<file path="src/hdl/avrsie_pkg.sv">
`timescale 1ns / 1ps
`default_nettype none
// ------------------------------------------------------------------------
// avrsie_pkg
// Shared constants, opcode codes, stage structs and an address range helper for the
// AVR subset instruction executor.
// ------------------------------------------------------------------------
package avrsie_pkg;

  // Data memory size in bytes and its address width.
  localparam int unsigned DATA_BYTES = 4096;
  localparam int unsigned ADDR_W     = $clog2(DATA_BYTES);

  // Memory map and reset values.
  localparam logic [15:0] SP_RESET      = 16'h08FF;
  localparam logic [15:0] IO_BASE       = 16'h0020;
  localparam logic [15:0] HIGH_REG_BASE = 16'h0010;

  // Status register bits.
  localparam logic [7:0] SREG_I = 8'h80;
  localparam logic [7:0] SREG_S = 8'h10;
  localparam logic [7:0] SREG_V = 8'h08;
  localparam logic [7:0] SREG_N = 8'h04;
  localparam logic [7:0] SREG_Z = 8'h02;

  // Decoded instruction codes.
  typedef enum logic [3:0] {
    OP_SBI  = 4'd0,
    OP_CBI  = 4'd1,
    OP_RJMP = 4'd2,
    OP_RETI = 4'd3,
    OP_LDI  = 4'd4,
    OP_STS  = 4'd5,
    OP_IN   = 4'd6,
    OP_SBRC = 4'd7,
    OP_ORI  = 4'd8,
    OP_SEI  = 4'd9
  } opcode_t;

  // Instruction handed from the issue stage to the execute stage.
  typedef struct packed {
    logic [3:0]  opcode;
    logic [31:0] instruction;
    logic [15:0] sp_after;
    logic [15:0] addr_a;
    logic [15:0] addr_b;
  } issue_t;

  // Pair of memory read addresses.
  typedef struct packed {
    logic [15:0] addr_a;
    logic [15:0] addr_b;
  } ram_rd_t;

  // Memory write request.
  typedef struct packed {
    logic              en;
    logic [ADDR_W-1:0] addr;
    logic [7:0]        data;
  } ram_wr_t;

  // True when a byte address falls inside data memory.
  function automatic logic in_range(input logic [15:0] addr);
    return {1'b0, addr} < 17'(DATA_BYTES);
  endfunction

endpackage
`default_nettype wire

</file>
<file path="src/hdl/avrsie_if.sv">
`timescale 1ns / 1ps
`default_nettype none


// One architectural result per beat.
interface avrsie_res_if;
  logic        valid;
  logic        ready;
  logic [15:0] pc;
  logic [15:0] sp;
  logic [7:0]  sreg;
  logic        skip_next;
  logic        write_enable;
  logic [15:0] write_address;
  logic [7:0]  write_data;

  modport source (output valid, output pc, output sp, output sreg, output skip_next,
                  output write_enable, output write_address, output write_data,
                  input ready);
  modport sink   (input valid, input pc, input sp, input sreg, input skip_next,
                  input write_enable, input write_address, input write_data,
                  output ready);
endinterface
`default_nettype wire

</file>
<file path="src/hdl/avrsie_exec.sv">
`timescale 1ns / 1ps
`default_nettype none
// ------------------------------------------------------------------------
// avrsie_exec
// Execute stage: takes the operand bytes from memory, forwards the write
// of the previous cycle, updates PC and SREG, writes memory back and loads
// the result register.
// ------------------------------------------------------------------------
module avrsie_exec (
  input  logic                 clk,
  input  logic                 rst,
  input  logic                 s1_valid,
  input  avrsie_pkg::issue_t   s1,
  input  logic [7:0]           rdata_a,
  input  logic [7:0]           rdata_b,
  output logic                 s2_free,
  output logic                 s2_hold,
  output avrsie_pkg::ram_rd_t hold_rd,
  output avrsie_pkg::ram_wr_t wr,
  avrsie_res_if.source         res
);
  import avrsie_pkg::*;

  logic        s2_valid;
  issue_t      s2;
  logic        out_free;
  logic        s2_adv;

  logic        fwd_valid;
  logic [15:0] fwd_addr;
  logic [7:0]  fwd_data;

  logic [15:0] pc;
  logic [7:0]  sreg;

  logic [7:0]  byte_a;
  logic [7:0]  byte_b;
  logic [31:0] ins;
  logic [7:0]  k8;
  logic [7:0]  sel_mask;
  logic [7:0]  or_res;
  logic [15:0] pc_next;
  logic [7:0]  sreg_next;
  logic        skip;
  logic        wen_raw;
  logic        wen;
  logic [15:0] waddr;
  logic [7:0]  wdata;

  logic        out_valid;
  logic [15:0] out_pc;
  logic [15:0] out_sp;
  logic [7:0]  out_sreg;
  logic        out_skip;
  logic        out_we;
  logic [15:0] out_waddr;
  logic [7:0]  out_wdata;

  // Handshake between the stage and the result register.
  assign out_free = !out_valid || res.ready;
  assign s2_adv   = s2_valid && out_free;
  assign s2_free  = !s2_valid || s2_adv;
  assign s2_hold  = s2_valid && !out_free;
  assign hold_rd  = '{addr_a: s2.addr_a, addr_b: s2.addr_b};

  // Stage register.
  always_ff @(posedge clk) begin
    if (rst) begin
      s2_valid <= 1'b0;
    end else if (s1_valid && s2_free) begin
      s2_valid <= 1'b1;
    end else if (s2_adv) begin
      s2_valid <= 1'b0;
    end
  end

  always_ff @(posedge clk) begin
    if (s1_valid && s2_free) begin
      s2 <= s1;
    end
  end

  // Operand bytes: the write of the previous cycle wins over the memory,
  // and addresses beyond memory read as zero.
  always_comb begin
    if (!in_range(s2.addr_a)) begin
      byte_a = 8'h00;
    end else if (fwd_valid && fwd_addr == s2.addr_a) begin
      byte_a = fwd_data;
    end else begin
      byte_a = rdata_a;
    end
    if (!in_range(s2.addr_b)) begin
      byte_b = 8'h00;
    end else if (fwd_valid && fwd_addr == s2.addr_b) begin
      byte_b = fwd_data;
    end else begin
      byte_b = rdata_b;
    end
  end

  assign ins      = s2.instruction;
  assign k8       = {ins[11:8], ins[3:0]};
  assign sel_mask = 8'd1 << ins[2:0];
  assign or_res   = byte_a | k8;

  // Instruction semantics.
  always_comb begin
    pc_next   = pc;
    sreg_next = sreg;
    skip      = 1'b0;
    wen_raw   = 1'b0;
    waddr     = 16'd0;
    wdata     = 8'h00;
    case (s2.opcode)
      OP_SBI: begin
        wen_raw = 1'b1;
        waddr   = s2.addr_a;
        wdata   = byte_a | sel_mask;
      end
      OP_CBI: begin
        wen_raw = 1'b1;
        waddr   = s2.addr_a;
        wdata   = byte_a & ~sel_mask;
      end
      OP_RJMP: begin
        pc_next = pc + {{3{ins[11]}}, ins[11:0], 1'b0};
      end
      OP_RETI: begin
        pc_next = {byte_a, byte_b};
      end
      OP_LDI: begin
        wen_raw = 1'b1;
        waddr   = HIGH_REG_BASE + {12'd0, ins[7:4]};
        wdata   = k8;
      end
      OP_STS: begin
        wen_raw = 1'b1;
        waddr   = ins[15:0];
        wdata   = byte_a;
      end
      OP_IN: begin
        wen_raw = 1'b1;
        waddr   = {11'd0, ins[8:4]};
        wdata   = byte_a;
      end
      OP_SBRC: begin
        skip = !byte_a[ins[2:0]];
      end
      OP_ORI: begin
        wen_raw   = 1'b1;
        waddr     = s2.addr_a;
        wdata     = or_res;
        sreg_next = (sreg & ~(SREG_S | SREG_V | SREG_N | SREG_Z))
                  | (or_res[7] ? (SREG_N | SREG_S) : 8'h00)
                  | ((or_res == 8'h00) ? SREG_Z : 8'h00);
      end
      OP_SEI: begin
        sreg_next = sreg | SREG_I;
      end
      default: begin
        pc_next = pc;
      end
    endcase
  end

  // Writes beyond memory are dropped.
  assign wen     = wen_raw && in_range(waddr);
  assign wr.en   = s2_adv && wen;
  assign wr.addr = waddr[ADDR_W-1:0];
  assign wr.data = wdata;

  // Forwarding register for a read issued in the same cycle as a write.
  always_ff @(posedge clk) begin
    if (rst) begin
      fwd_valid <= 1'b0;
    end else begin
      fwd_valid <= wr.en;
    end
  end

  always_ff @(posedge clk) begin
    fwd_addr <= waddr;
    fwd_data <= wdata;
  end

  // Architectural PC and status byte.
  always_ff @(posedge clk) begin
    if (rst) begin
      pc   <= 16'd0;
      sreg <= 8'h00;
    end else if (s2_adv) begin
      pc   <= pc_next;
      sreg <= sreg_next;
    end
  end

  // Result register.
  always_ff @(posedge clk) begin
    if (rst) begin
      out_valid <= 1'b0;
    end else if (s2_adv) begin
      out_valid <= 1'b1;
    end else if (res.ready) begin
      out_valid <= 1'b0;
    end
  end

  always_ff @(posedge clk) begin
    if (s2_adv) begin
      out_pc    <= pc_next;
      out_sp    <= s2.sp_after;
      out_sreg  <= sreg_next;
      out_skip  <= skip;
      out_we    <= wen;
      out_waddr <= wen ? waddr : 16'd0;
      out_wdata <= wen ? wdata : 8'h00;
    end
  end

  assign res.valid         = out_valid;
  assign res.pc            = out_pc;
  assign res.sp            = out_sp;
  assign res.sreg          = out_sreg;
  assign res.skip_next     = out_skip;
  assign res.write_enable  = out_we;
  assign res.write_address = out_waddr;
  assign res.write_data    = out_wdata;

endmodule
`default_nettype wire

</file>
<file path="src/flat_wrapper.sv">
// flat-port wrapper written by rule: the top's interface ports become plain ports
module avrsie_exec_flat import avrsie_pkg::*;
  (clk, rst, s1_valid, s1, rdata_a, rdata_b, s2_free, s2_hold, hold_rd, wr, res_valid, res_pc, res_sp, res_sreg, res_skip_next, res_write_enable, res_write_address, res_write_data, res_ready);
  avrsie_res_if res_i ();
  input  logic clk;
  input  logic rst;
  input  logic s1_valid;
  input  avrsie_pkg::issue_t s1;
  input  logic [7:0] rdata_a;
  input  logic [7:0] rdata_b;
  output logic s2_free;
  output logic s2_hold;
  output avrsie_pkg::ram_rd_t hold_rd;
  output avrsie_pkg::ram_wr_t wr;
  output wire logic [$bits(res_i.valid)-1:0] res_valid;
  output wire logic [$bits(res_i.pc)-1:0] res_pc;
  output wire logic [$bits(res_i.sp)-1:0] res_sp;
  output wire logic [$bits(res_i.sreg)-1:0] res_sreg;
  output wire logic [$bits(res_i.skip_next)-1:0] res_skip_next;
  output wire logic [$bits(res_i.write_enable)-1:0] res_write_enable;
  output wire logic [$bits(res_i.write_address)-1:0] res_write_address;
  output wire logic [$bits(res_i.write_data)-1:0] res_write_data;
  input wire logic [$bits(res_i.ready)-1:0] res_ready;
  assign res_valid = res_i.valid;
  assign res_pc = res_i.pc;
  assign res_sp = res_i.sp;
  assign res_sreg = res_i.sreg;
  assign res_skip_next = res_i.skip_next;
  assign res_write_enable = res_i.write_enable;
  assign res_write_address = res_i.write_address;
  assign res_write_data = res_i.write_data;
  assign res_i.ready = res_ready;
  avrsie_exec u_core (.clk(clk), .rst(rst), .s1_valid(s1_valid), .s1(s1), .rdata_a(rdata_a), .rdata_b(rdata_b), .s2_free(s2_free), .s2_hold(s2_hold), .hold_rd(hold_rd), .wr(wr), .res(res_i));
endmodule
</file>
<file path="config.mk">
export PLATFORM = sky130hd
export DESIGN_NAME = avrsie_exec_flat
export DESIGN_NICKNAME = d
export VERILOG_FILES = /design/src/hdl/avrsie_pkg.sv /design/src/hdl/avrsie_if.sv /design/src/hdl/avrsie_exec.sv /design/src/flat_wrapper.sv
export SDC_FILE = /design/constraint.sdc
export NUM_CORES = 1
export LEC_CHECK = 0
export BUFFER_PORTS_ARGS = -buffer_cell sky130_fd_sc_hd__buf_4
export CAP_MARGIN = 20
export CORE_MARGIN = 5
export CORE_UTILIZATION = 40
export CTS_BUF_LIST = sky130_fd_sc_hd__clkbuf_8
export DETAILED_ROUTE_END_ITERATION = 7
export PLACE_DENSITY = 0.73
export SYNTH_ARGS = -nofsm -noshare
export SYNTH_HDL_FRONTEND = slang
export SYNTH_SLANG_ARGS = --single-unit
</file>
<file path="constraint.sdc">
create_clock -name clk -period 5.3 [get_ports clk]
set_input_delay 0.265 -clock clk [delete_from_list [all_inputs] [get_ports clk]]
set_output_delay 0.265 -clock clk [all_outputs]
set_load 0.01 [all_outputs]
</file>
==> reports/qor.txt <==
die area -> 0.02363 mm2
RePlAce Congestion -> 0.9361
number of CTS-inserted buffers -> 17
power density cells -> 288.5 mW/mm2
final core utilization -> 53.78%
wire length of the first global-routing pass -> 36,330 um
sequential element share of the synthesized area -> 59.85%
hpwl dp -> 17,000 um
DR vias/cell -> 5.226
combinational share of power -> 14.1%
Net Sw Power -> 839.4 uW
setup_tns -> 0 ns
crit end category -> primary output
ranking of synthesized cells by area -> edfxtp_1 48%, dfxtp_1 12%, buf_4 4.2%
most common library cells after synthesis -> 132 x edfxtp_1, 59 x nor2_1, 49 x dfxtp_1
Clock Path Buffers -> 2
Syn-to-layout area delta -> 32.14%
GR Util met1 -> 24.89%
Worst-Margin Slew -> 1.035 ns
largest net degree at the start of global routing -> 69
Initial DRC Count -> 574
Final min period -> 3.409 ns
Die Y -> 153.7 um
Synth Warn # -> 0
FF+latch count, synth -> 181
CP arrival -> 3.14 ns
Synth Area per Inst -> 12.08 um2
CTS root buf -> clkbuf_8
GRT Max-Usage Layer -> met2
Synth Flop Type -> edfxtp_1
gate count of the mapped netlist -> 684
Min-Delay Path Class -> primary input to flop
chip width -> 153.7 um
leakage -> 0.004427 uW
startpoint type of the worst setup path -> flop
total core area -> 0.02030 mm2
number of synthesized flops with an enable pin -> 132
GR Util met3 -> 5.846%
# nets final -> 1,036
Sw Share -> 26.66%
Post-Synthesis Cell Area -> 0.008262 mm2
GR Overflow Total -> 0
Max IR drop VDD -> 0.1998 mV
internal power -> 2310 uW
number of global-route vias before repair -> 6,355
top-area cell type share of the netlist area -> 47.98%
Fill cells -> 1,751
Post-synth ARST share -> 0%
Post-route DRC -> 0
IO Pins -> 226
CTS tree -> yes
post-synth top area cell -> edfxtp_1
clock slew at reported path FFs -> 0.10 ns
Worst EP required -> 5.04 ns
layout cell share with drive strength beyond 1 -> 28.06%
sequential power share -> 52.9%
routed wire length per instance -> 19.77 um
clock power share -> 33.0%
initial antenna violation count -> 1
max-slew violation count -> 0
GRT Util Overall -> 19.71%
achievable frequency -> 0.2933 GHz
DRT Pass-1 Iters -> 6
Port Buffers -> 207
worst-path fanout max -> 21
Vias -> 6,276
relative max-transition margin -> 30.42%
status -> finished, final reports clean
Final period util -> 64.33%
critical path type -> flop to primary output
Max Cap Viol -> 0
skew final -> 0.02046 ns
dpl ws -> 1.958 ns
Initial Util -> 40.70%
Routed Antenna Nets -> 0
top-count cell post-synth -> edfxtp_1
fin worst setup slack -> 1.891 ns
Cell variety after synth -> 70
RSZ-0062 raised after global routing -> false
row count -> 52
# setup viols final -> 0
final wirelength -> 23,750 um
Clock Latency Late Sink -> 0.47 ns
CTS H-Tree Depth -> 4
Sink Count -> 181
Fin. Hold Viols -> 0
GR Layer Usage met2 -> 32.48%
[cell type report]
type / instances / area, um2 / area share (%)
flip-flops and latches: 181 / 4945 / 45.30
multi-input cells: 419 / 2833 / 25.95
repair buffers: 281 / 2286 / 20.94
well taps: 270 / 337.8 / 3.095
clock buffers: 17 / 234.0 / 2.143
clock inverters: 15 / 214.0 / 1.960
inverters: 17 / 65.06 / 0.5960
diodes: 1 / 2.502 / 0.02292
[flip-flops by register name (all words and copies together) (netlist names), 8 cells and up]
name,count
u_core.pc,16
u_core.ins,16
u_core.res.write_address,16
u_core.res.pc,16
u_core.fwd_data,8
u_core.res.write_data,8
u_core.hold_rd,32
u_core.res.sp,16
u_core.s2,20
u_core.fwd_addr,16
[worst paths after layout]
path,startpoint,endpoint,slack (ns),cells past startpoint
worst max-delay path,u_core.s2[80]$_DFFE_PP_,wr[20],1.89,7
worst min-delay path,res_ready,u_core.res.valid$_SDFFE_PP0P_,0.09,4
worst max register to register,u_core.ins[0]$_DFFE_PP_,u_core.res.pc[15]$_DFFE_PP_,1.94,9
worst min register to register,u_core.s2[32]$_DFFE_PP_,u_core.res.sp[0]$_DFFE_PP_,0.43,0
[through the flow]
step	instances	total power [uW]	hold WS (ns)	area [um2]
after floorplan	689	1918	0.3639	8280
after global placement	1098	2086	0.4009	9764
after detailed placement	1098	2095	0.4045	9764
after CTS	1199	3171	0.05429	10900
after global routing	1201	3283	0.06313	10920
final	1201	3149	0.08923	10920
[cell families after synthesis]
group / after synthesis / synth area share (%)
other: 1 / 0.04539
xor gates and xnor gates: 48 / 5.089
DFF: 181 / 59.85
buffers and inverters: 89 / 6.179
muxes: 18 / 2.362
and+or+nand+nor: 188 / 11.46
adders and majority gates: 15 / 2.363
AOI/OAI and AO/OA: 144 / 12.65
[cells in the final DEF (no fill, tap or decap), types with 15 or more instances in the layout]
master	count
nand2_1	34
inv_1	16
nor2_1	59
clkbuf_8	17
xor2_1	16
xnor2_1	32
a21oi_1	22
dlygate4sd3_1	69
nand3_1	16
dfxtp_1	49
edfxtp_1	132
mux2i_1	15
buf_4	211
o21ai_0	22
[layer usage]
layer | up-vias | wire (um) | part of all wire, %
met5 | - | 0 | 0
met4 | 0 | 673 | 2.8
met3 | 37 | 1859 | 7.8
met2 | 262 | 11420 | 48
met1 | 3014 | 9787 | 41
li1 | 2963 | - | -
[power by group through the flow]
stage               Sequential (uW)  Combinational [uW]  Clock, uW
finish                         1670                 443       1040
global route                   1670                 481       1130
CTS                            1670                 440       1060
detailed placement             1700                 397          0
global placement               1700                 390          0
floorplan                      1690                 233          0
[worst max-delay path: stages, from the launching register on]
cell and delay (ns):
edfxtp_1 0.80, a211oi_2 0.28, buf_6 0.23, a22o_1 0.24, nor2_1 0.49, nand2_2 0.32
nor2_1 0.17, buf_4 0.15
[repair_timing]
action / 4_1_cts / 5_1_grt
gates resized for setup: 0 / 0
hold buffers: 69 / 0
buffers inserted: 0 / 0
endpoints found under the hold margin: 69 / 0
(Power assumes the default switching activity.)
