--- config.mk ---
export PLATFORM = sky130hd
export DESIGN_NAME = avrsie_issue_flat
export DESIGN_NICKNAME = d
export VERILOG_FILES = /design/src/hdl/avrsie_pkg.sv /design/src/hdl/avrsie_if.sv /design/src/hdl/avrsie_issue.sv /design/src/flat_wrapper.sv
export SDC_FILE = /design/constraint.sdc
export NUM_CORES = 1
export LEC_CHECK = 0
export BUFFER_PORTS_ARGS = -buffer_cell sky130_fd_sc_hd__buf_2
export CAP_MARGIN = 40
export CORE_MARGIN = 2
export CORE_UTILIZATION = 30
export DETAILED_ROUTE_END_ITERATION = 10
export PLACE_DENSITY = 0.62
export SYNTH_ARGS = -nofsm -noshare
export SYNTH_HDL_FRONTEND = slang
export SYNTH_SLANG_ARGS = --single-unit
--- constraint.sdc ---
create_clock -name clk -period 3.3 [get_ports clk]
set_input_delay 0.165 -clock clk [delete_from_list [all_inputs] [get_ports clk]]
set_output_delay 0.165 -clock clk [all_outputs]
set_load 0.02 [all_outputs]
--- src/hdl/avrsie_pkg.sv ---
`timescale 1ns / 1ps
`default_nettype none
// ------------------------------------------------------------------------
// avrsie_pkg
// Shared constants, opcode codes, stage structs and an address range helper for the
// AVR subset instruction executor.
// ------------------------------------------------------------------------
package avrsie_pkg;

  // Data memory size in bytes and its address width.
  localparam int unsigned DATA_BYTES = 4096;
  localparam int unsigned ADDR_W     = $clog2(DATA_BYTES);

  // Memory map and reset values.
  localparam logic [15:0] SP_RESET      = 16'h08FF;
  localparam logic [15:0] IO_BASE       = 16'h0020;
  localparam logic [15:0] HIGH_REG_BASE = 16'h0010;

  // Status register bits.
  localparam logic [7:0] SREG_I = 8'h80;
  localparam logic [7:0] SREG_S = 8'h10;
  localparam logic [7:0] SREG_V = 8'h08;
  localparam logic [7:0] SREG_N = 8'h04;
  localparam logic [7:0] SREG_Z = 8'h02;

  // Decoded instruction codes.
  typedef enum logic [3:0] {
    OP_SBI  = 4'd0,
    OP_CBI  = 4'd1,
    OP_RJMP = 4'd2,
    OP_RETI = 4'd3,
    OP_LDI  = 4'd4,
    OP_STS  = 4'd5,
    OP_IN   = 4'd6,
    OP_SBRC = 4'd7,
    OP_ORI  = 4'd8,
    OP_SEI  = 4'd9
  } opcode_t;

  // Instruction handed from the issue stage to the execute stage.
  typedef struct packed {
    logic [3:0]  opcode;
    logic [31:0] instruction;
    logic [15:0] sp_after;
    logic [15:0] addr_a;
    logic [15:0] addr_b;
  } issue_t;

  // Pair of memory read addresses.
  typedef struct packed {
    logic [15:0] addr_a;
    logic [15:0] addr_b;
  } ram_rd_t;

  // Memory write request.
  typedef struct packed {
    logic              en;
    logic [ADDR_W-1:0] addr;
    logic [7:0]        data;
  } ram_wr_t;

  // True when a byte address falls inside data memory.
  function automatic logic in_range(input logic [15:0] addr);
    return {1'b0, addr} < 17'(DATA_BYTES);
  endfunction

endpackage
`default_nettype wire

--- src/hdl/avrsie_if.sv ---
`timescale 1ns / 1ps
`default_nettype none
// ------------------------------------------------------------------------
// avrsie_if
// Valid/ready channels of the executor: the instruction channel and the
// result channel.
// ------------------------------------------------------------------------

// One decoded instruction per beat.
interface avrsie_cmd_if;
  logic        valid;
  logic        ready;
  logic [3:0]  opcode;
  logic [31:0] instruction;

  modport source (output valid, output opcode, output instruction, input ready);
  modport sink   (input valid, input opcode, input instruction, output ready);
endinterface

`default_nettype wire

--- src/hdl/avrsie_issue.sv ---
`timescale 1ns / 1ps
`default_nettype none
// ------------------------------------------------------------------------
// avrsie_issue
// Issue stage: holds the accepted instruction, keeps the stack pointer and
// forms the data memory read addresses for the execute stage.
// ------------------------------------------------------------------------
module avrsie_issue (
  input  logic                 clk,
  input  logic                 rst,
  avrsie_cmd_if.sink           cmd,
  input  logic                 accept_en,
  input  logic                 s2_free,
  output logic                 s1_valid,
  output avrsie_pkg::issue_t   s1,
  output avrsie_pkg::ram_rd_t rd
);
  import avrsie_pkg::*;

  logic [3:0]  opcode;
  logic [31:0] instruction;
  logic [15:0] sp;
  logic [15:0] addr_a;
  logic        s1_adv;

  // The stage moves on whenever the execute stage can take it.
  assign s1_adv    = s1_valid && s2_free;
  assign cmd.ready = accept_en && (!s1_valid || s1_adv);

  // Stage register.
  always_ff @(posedge clk) begin
    if (rst) begin
      s1_valid <= 1'b0;
    end else if (cmd.valid && cmd.ready) begin
      s1_valid <= 1'b1;
    end else if (s1_adv) begin
      s1_valid <= 1'b0;
    end
  end

  always_ff @(posedge clk) begin
    if (cmd.valid && cmd.ready) begin
      opcode      <= cmd.opcode;
      instruction <= cmd.instruction;
    end
  end

  // The stack pointer only moves on a return, so it is settled at issue.
  always_ff @(posedge clk) begin
    if (rst) begin
      sp <= SP_RESET;
    end else if (s1_adv && opcode == OP_RETI) begin
      sp <= sp + 16'd2;
    end
  end

  // Read address of the first operand byte.
  always_comb begin
    case (opcode)
      OP_SBI, OP_CBI: addr_a = IO_BASE + {11'd0, instruction[7:3]};
      OP_RETI:        addr_a = sp;
      OP_STS:         addr_a = {11'd0, instruction[24:20]};
      OP_IN:          addr_a = IO_BASE + {10'd0, instruction[10:9], instruction[3:0]};
      OP_SBRC:        addr_a = {11'd0, instruction[8:4]};
      OP_ORI:         addr_a = HIGH_REG_BASE + {12'd0, instruction[7:4]};
      default:        addr_a = 16'd0;
    endcase
  end

  // The second port only serves the low byte of a popped return address.
  assign rd.addr_a         = addr_a;
  assign rd.addr_b         = sp + 16'd1;
  assign s1.opcode         = opcode;
  assign s1.instruction    = instruction;
  assign s1.sp_after       = (opcode == OP_RETI) ? sp + 16'd2 : sp;
  assign s1.addr_a         = addr_a;
  assign s1.addr_b         = sp + 16'd1;

endmodule
`default_nettype wire

--- src/flat_wrapper.sv ---
// flat-port wrapper written by rule: the top's interface ports become plain ports
module avrsie_issue_flat import avrsie_pkg::*;
  (clk, rst, accept_en, s2_free, s1_valid, s1, rd, cmd_valid, cmd_opcode, cmd_instruction, cmd_ready);
  avrsie_cmd_if cmd_i ();
  input  logic clk;
  input  logic rst;
  input  logic accept_en;
  input  logic s2_free;
  output logic s1_valid;
  output avrsie_pkg::issue_t s1;
  output avrsie_pkg::ram_rd_t rd;
  input wire logic [$bits(cmd_i.valid)-1:0] cmd_valid;
  input wire logic [$bits(cmd_i.opcode)-1:0] cmd_opcode;
  input wire logic [$bits(cmd_i.instruction)-1:0] cmd_instruction;
  output wire logic [$bits(cmd_i.ready)-1:0] cmd_ready;
  assign cmd_i.valid = cmd_valid;
  assign cmd_i.opcode = cmd_opcode;
  assign cmd_i.instruction = cmd_instruction;
  assign cmd_ready = cmd_i.ready;
  avrsie_issue u_core (.clk(clk), .rst(rst), .cmd(cmd_i), .accept_en(accept_en), .s2_free(s2_free), .s1_valid(s1_valid), .s1(s1), .rd(rd));
endmodule
==> results of run 1 <==
==> logic make-up (layout without fill, tap and decap cells) <==
kind of cell | after synthesis | count (layout) | synth area share [%]
multiplexers | 5 | 5 | 1.813
AND/OR/NAND/NOR | 111 | 111 | 19.22
other | 2 | 3 | 0.2530
adder cells (fa/ha/maj) | 2 | 2 | 0.8430
flip-flops | 52 | 52 | 47.22
AO/OA/AOI/OAI | 40 | 40 | 8.391
XOR/XNOR | 31 | 31 | 9.148
buffers and inverters | 62 | 174 | 13.11
==> Yosys cell counts, types with 2 or more instances <==
library cell	number	share of area, %
nor2b_1	3	0.63
nor3_1	6	1.0
ha_1	2	0.84
nand2b_1	9	1.9
or3_1	3	0.63
and2_1	9	1.9
edfxtp_1	36	36
buf_4	38	9.6
xnor2_1	14	4.1
a311oi_1	3	0.89
mux2_2	3	1.1
nor2_1	31	3.9
a21oi_1	14	2.4
conb_1	2	0.25
dfxtp_1	16	11
buf_2	4	0.67
nand3_1	15	2.5
nand4_1	2	0.42
inv_1	6	0.76
and3_1	3	0.63
or4_1	3	0.76
clkbuf_1	10	1.3
o31ai_1	5	1.3
nand2_1	19	2.4
and4_1	2	0.59
o21ai_0	10	1.7
mux2i_1	2	0.67
xor2_1	17	5.0
==> area by class of cell <==
| cell class | count | area share [%] |
|---|---|---|
| clock inverters | 3 | 1.341 |
| repair buffers | 159 | 22.13 |
| clock buffers | 5 | 1.844 |
| inverters | 7 | 0.7040 |
| flip-flops and latches | 52 | 37.55 |
| multi-input cells | 192 | 31.98 |
| well taps | 133 | 4.459 |
==> metrics by stage <==
stage | power [mW] | cells
final | 1.386 | 551
after global routing | 1.445 | 551
after CTS | 1.410 | 551
after detailed placement | 0.9306 | 543
after global placement | 0.9233 | 542
after floorplan | 0.8656 | 306
==> report_power, final <==
group          leakage (nW)  switching (mW)  total, mW  internal [mW]
logic                  1.29           0.114      0.181         0.0663
clock network        0.0607           0.238      0.472          0.235
registers             0.466          0.0119      0.733          0.721
==> critical path, stage by stage (launching register included) <==
cell and delay, ns:
edfxtp_1 0.59, nand4bb_2 0.47, inv_2 0.35, ha_1 0.26, nor2_1 0.05, nor2_1 0.09
nor2_1 0.05, o32ai_1 0.37, buf_2 0.24
==> registers in the layout, summed over array words and instances, names as in the netlist <==
name                cells
u_core.instruction     32
u_core.opcode           4
u_core.s1_valid         1
u_core.sp              15
==> repair_timing <==
item / CTS / global route
gates resized for setup: 0 / 1
endpoints found under the setup margin: 0 / 2
hold buffers: 0 / 0
==> worst max path at each step <==
stage,startpoint,to,slack [ns],depth (start not counted)
after floorplan,u_core.opcode[2],s1[17],0.45,11
after global placement,u_core.opcode[3],s1[17],0.67,8
after global routing,u_core.opcode[3],rd[17],0.08,8
after detailed placement,u_core.opcode[3],s1[17],0.54,8
final,u_core.opcode[3],s1[17],0.36,8
after CTS,u_core.opcode[3],s1[17],0.18,8
==> layer usage <==
metal  vias to the layer above  routed length, um  track usage [%]
met1                      1163               3081            16.72
met3                         2                497            3.629
met4                         0                 35            3.340
met2                       100               3710            22.68
li1                       1228                  -                -
met5                         -                  0                0
==> out/results.tsv, run 1 <==
stage	metric	value	unit
global_routing	antenna_found_initial	0	
critical_path	r2r_slack	1.08	ns
outcome	status	complete, no violations	
detailed_routing	viasPerCell	4.525	
timing	finalCriticalPeriod	2.938	ns
yosys	synth_area	2968	um2
clock_tree	clock-root-buffer	clkbuf_8	
critical_path	worst_setup_path_end_kind	primary output	
timing	fin_tns_setup	0	ns
die	start_util	30.65	%
power	vdd_drop_max	0.1909	mV
layout	num_antenna_cells	0	
yosys	synth_area_per_cell	9.731	um2
timing	max_freq	340.3	MHz
global_routing	grt_pass1_wl	11.19	mm
die	ios	159	
global_routing	grt_use_total	13.31	%
clock_tree	cts_tree	yes	
critical_path	cp-start-kind	flip-flop	
layout	nFillCells	1003	
die	dieArea	10700	um2
worst_hold_path	min_from	cmd_instruction[28]	
yosys	synth-seq-area-share	47.22	%
clock_tree	cts_buffer_depth	2	
clock_tree	path_clk_slew	0.10	ns
layout	fin_util	38.54	%
timing	whs	0.02504	ns
timing	grt_setup_unrepaired	false	
die	core	9684	um2
detailed_routing	drc	0	
timing	layout_setup_ws	0.3618	ns
detailed_routing	vias	2493	
layout	layout.nets	460	
yosys	synth_edf_count	36	
placed_design	dpl_cell_area	3608	um2
yosys	synth_ff_type	edfxtp_1	
critical_path	reg2reg_from	u_core.opcode[3]	
critical_path	regToRegEndpoint	u_core.sp[14]	
layout	mostFrequentLayoutCell	buf_2	
die	rows	36	
yosys	async_reset_ff_share	0	%
yosys	ys_types	46	
clock_tree	clock_sinks	52	
placed_design	port_buffers	155	
yosys	ys_warn_count	0	
critical_path	arrival	2.77	ns
placed_design	dp_slack	0.5406	ns
critical_path	r2r_cells	5	
layout	area_growth	25.76	%
layout	multi_input_area	1194	um2
global_routing	grt_remaining_overflow	0	
detailed_routing	postRouteAntennaNets	0	
yosys	ys_seq_elements	52	
critical_path	critical_path_class	flip-flop to primary output	
timing	clock_skew	0.007591	ns
run	maxCapViolCount	0	
clock_tree	htreeDepth	2	
timing	final.period_utilization	89.04	%
timing	setup_viol	0	
layout	drive_gt1_share	42.34	%
global_routing	grt_max_degree	27	
layout	stdcell_area	3732	um2
placed_design	gp_congestion	0.7612	
worst_hold_path	hold_path.class	input pin to flip-flop	
placed_design	dp_hpwl	5.731	mm
detailed_routing	wl_per_cell	13.29	um
power	p_leak	1.812	nW
clock_tree	cts_buffers	5	
detailed_routing	drt-pass1-iter-count	4	
global_routing	first_global_vias	2298	
clock_tree	post_cts_buffers	0	
die	die_width	103.5	um
layout	mostFrequentLayoutCells	buf_2 (155), edfxtp_1 (36), nor2_1 (31)	
critical_path	cp_max_fo	18	
worst_hold_path	whs_endpoint	u_core.instruction[28]	
timing	hold_viol	0	
power	power.density	371.3	nW/um2
critical_path	required	3.13	ns
detailed_routing	drtIter0Drc	73	
detailed_routing	routed_wl	7.325	mm
yosys	syn_inst	305	
worst_hold_path	min_path_cells	1	
clock_tree	clock_latency	0.31	ns
timing	slew_viol_final	0	
die	fp.dieH	103.5	um
layout	seq_area	1401	um2
Power figures use the tool's default switching activity.
==> inputs of run 2 (changes only) <==
--- a/config.mk
+++ b/config.mk
@@ -14,3 +14,4 @@
 export SYNTH_ARGS = -nofsm -noshare
 export SYNTH_HDL_FRONTEND = slang
 export SYNTH_SLANG_ARGS = --single-unit
+export TNS_END_PERCENT = 30
==> constraint.sdc (replaced) <==
create_clock -name clk -period 3.75 [get_ports clk]
set_input_delay 0.1875 -clock clk [delete_from_list [all_inputs] [get_ports clk]]
set_output_delay 0.1875 -clock clk [all_outputs]
set_load 0.02 [all_outputs]
==> out/results.tsv, run 2 (same netlist as run 1, synthesis figures left out) <==
stage	metric	value	unit
clock_tree	cts_buffer_depth	2	
timing	setup_viol	0	
timing	slew_headroom	62.26	%
timing	final.period_utilization	86.08	%
clock_tree	clock-root-buffer	clkbuf_8	
die	die_width	103.5	um
critical_path	arrival	3.04	ns
critical_path	cp-startpoint	u_core.opcode[2]	
timing	finalCriticalPeriod	3.228	ns
power	vdd_drop_max	0.1920	mV
detailed_routing	wl_per_cell	13.26	um
clock_tree	path_clk_slew	0.10	ns
layout	layout.nets	458	
detailed_routing	routed_wl	7.282	mm
critical_path	path_delay_family	simple AND/OR/NAND/NOR gates	
detailed_routing	vias	2502	
timing	fin_tns_setup	0	ns
die	start_util	30.65	%
clock_tree	post_cts_buffers	0	
layout	top_regs	u_core.instruction (32), u_core.sp (15), u_core.opcode (4)	
critical_path	worst_path_max_delay_cell	edfxtp_1	
clock_tree	cts_resized	0	
timing	clock_skew	0.003904	ns
global_routing	grt-busiest-layer	met2	
clock_tree	htreeDepth	2	
layout	area_growth	24.58	%
global_routing	first_global_vias	2245	
clock_tree	ctsHoldBuffers	0	
layout	fin_util	38.18	%
global_routing	antenna_found_initial	0	
layout	largest_reg_flops	32	
critical_path	required	3.56	ns
global_routing	grt_remaining_overflow	0	
die	rows	36	
outcome	status	complete, no violations	
global_routing	grtUsageMet3	4.167	%
layout	drive_gt1_share	41.59	%
global_routing	grt_use_met2	22.58	%
placed_design	dp_hpwl	5.639	mm
detailed_routing	drt-pass1-iter-count	4	
die	dieArea	10700	um2
global_routing	grt_max_degree	34	
clock_tree	cts_tree	yes	
die	ios	159	
power	power.density	323.2	nW/um2
timing	tightest_slew	0.5661	ns
clock_tree	cts_buffers	5	
clock_tree	clock_latency	0.30	ns
global_routing	grt_use_total	13.01	%
timing	hold_viol	0	
layout	mostFrequentLayoutCells	buf_2 (155), edfxtp_1 (36), nor2_1 (31)	
global_routing	met1_usage	15.70	%
detailed_routing	drtIter0Drc	78	
critical_path	cp-start-kind	flip-flop	
die	core	9684	um2
layout	top_register	u_core.instruction	
placed_design	port_buffers	155	
critical_path	crit_chain	nand4bb_1, inv_2, ha_1, nor2_1, nor2_1, nor2_1, o32ai_1, buf_2	
critical_path	path_buf_inv	2	
layout	nFillCells	998	
global_routing	grt_pass1_wl	10.82	mm
critical_path	critical_path_class	flip-flop to primary output	
worst_hold_path	hold_path.class	input pin to flip-flop	
worst_hold_path	min_from	cmd_instruction[9]	
die	fp.dieH	103.5	um
timing	grt_setup_unrepaired	false	
detailed_routing	postRouteAntennaNets	0	
critical_path	reg2reg_from	u_core.opcode[2]	
clock_tree	clock_sinks	52	
layout	mostFrequentLayoutCell	buf_2	
layout	num_antenna_cells	0	
run	maxCapViolCount	0	
critical_path	cp_max_fo	20	
detailed_routing	viasPerCell	4.557	
placed_design	gp_congestion	0.7520	
timing	slew_viol_final	0	
power	p_leak	1.793	nW
critical_path	cpPeakStageDelay	0.63	ns
timing	max_freq	309.8	MHz
detailed_routing	drc	0	
critical_path	cp_common_cell	nor2_1	
critical_path	worst_setup_path_end_kind	primary output	
## run 2: changes by cell type in the layout (fill, tap and decap cells not counted), sizes merged
cell and delta:
buf -2, clkinv +2, inv -2
## run 2: final cells by class
type | instances | area [um2] | share of cell area (%)
flip-flops and latches | 52 | 1401 | 37.90
well taps | 133 | 166.4 | 4.501
clock inverters | 3 | 42.54 | 1.151
multi-input cells | 192 | 1189 | 32.15
clock buffers | 5 | 68.82 | 1.861
repair buffers | 157 | 803.3 | 21.73
inverters | 7 | 26.28 | 0.7107
## run 2: path summary, 6_finish.rpt
| kind | end | slack [ns] | depth (start not counted) |
|---|---|---|---|
| setup / recovery | rd[17] | 0.52 | 8 |
| hold / removal | u_core.instruction[9] | 0.05 | 1 |
| setup reg to reg | u_core.sp[11] | 1.29 | 5 |
| hold reg to reg | u_core.sp[15] | 0.55 | 2 |
## run 2: metrics by stage
stage	worst slack (ns)	hold slack (ns)	total power [mW]	cells	instance area (um2)
2_1_floorplan	0.8727	0.2864	0.7617	306	2972
3_3_place_gp	1.030	0.3640	0.8103	540	3566
3_5_place_dp	0.8894	0.3656	0.8155	541	3586
4_1_cts	0.5405	0.03588	1.211	549	3697
5_1_grt	0.2609	0.03275	1.244	549	3697
6_report	0.5222	0.04936	1.195	549	3697
## run 2: power breakdown
group	switching (mW)	total, mW	internal (mW)
combinational	0.0956	0.152	0.0562
clock	0.197	0.395	0.198
sequential	0.0137	0.648	0.634
total	0.306	1.20	0.889
## run 2: per-layer routing
metal  part of all wire [%]  vias up
li1                       -     1228
met2                     50      113
met5                      0        -
met3                    8.0        4
met1                     42     1157
met4                   0.58        0
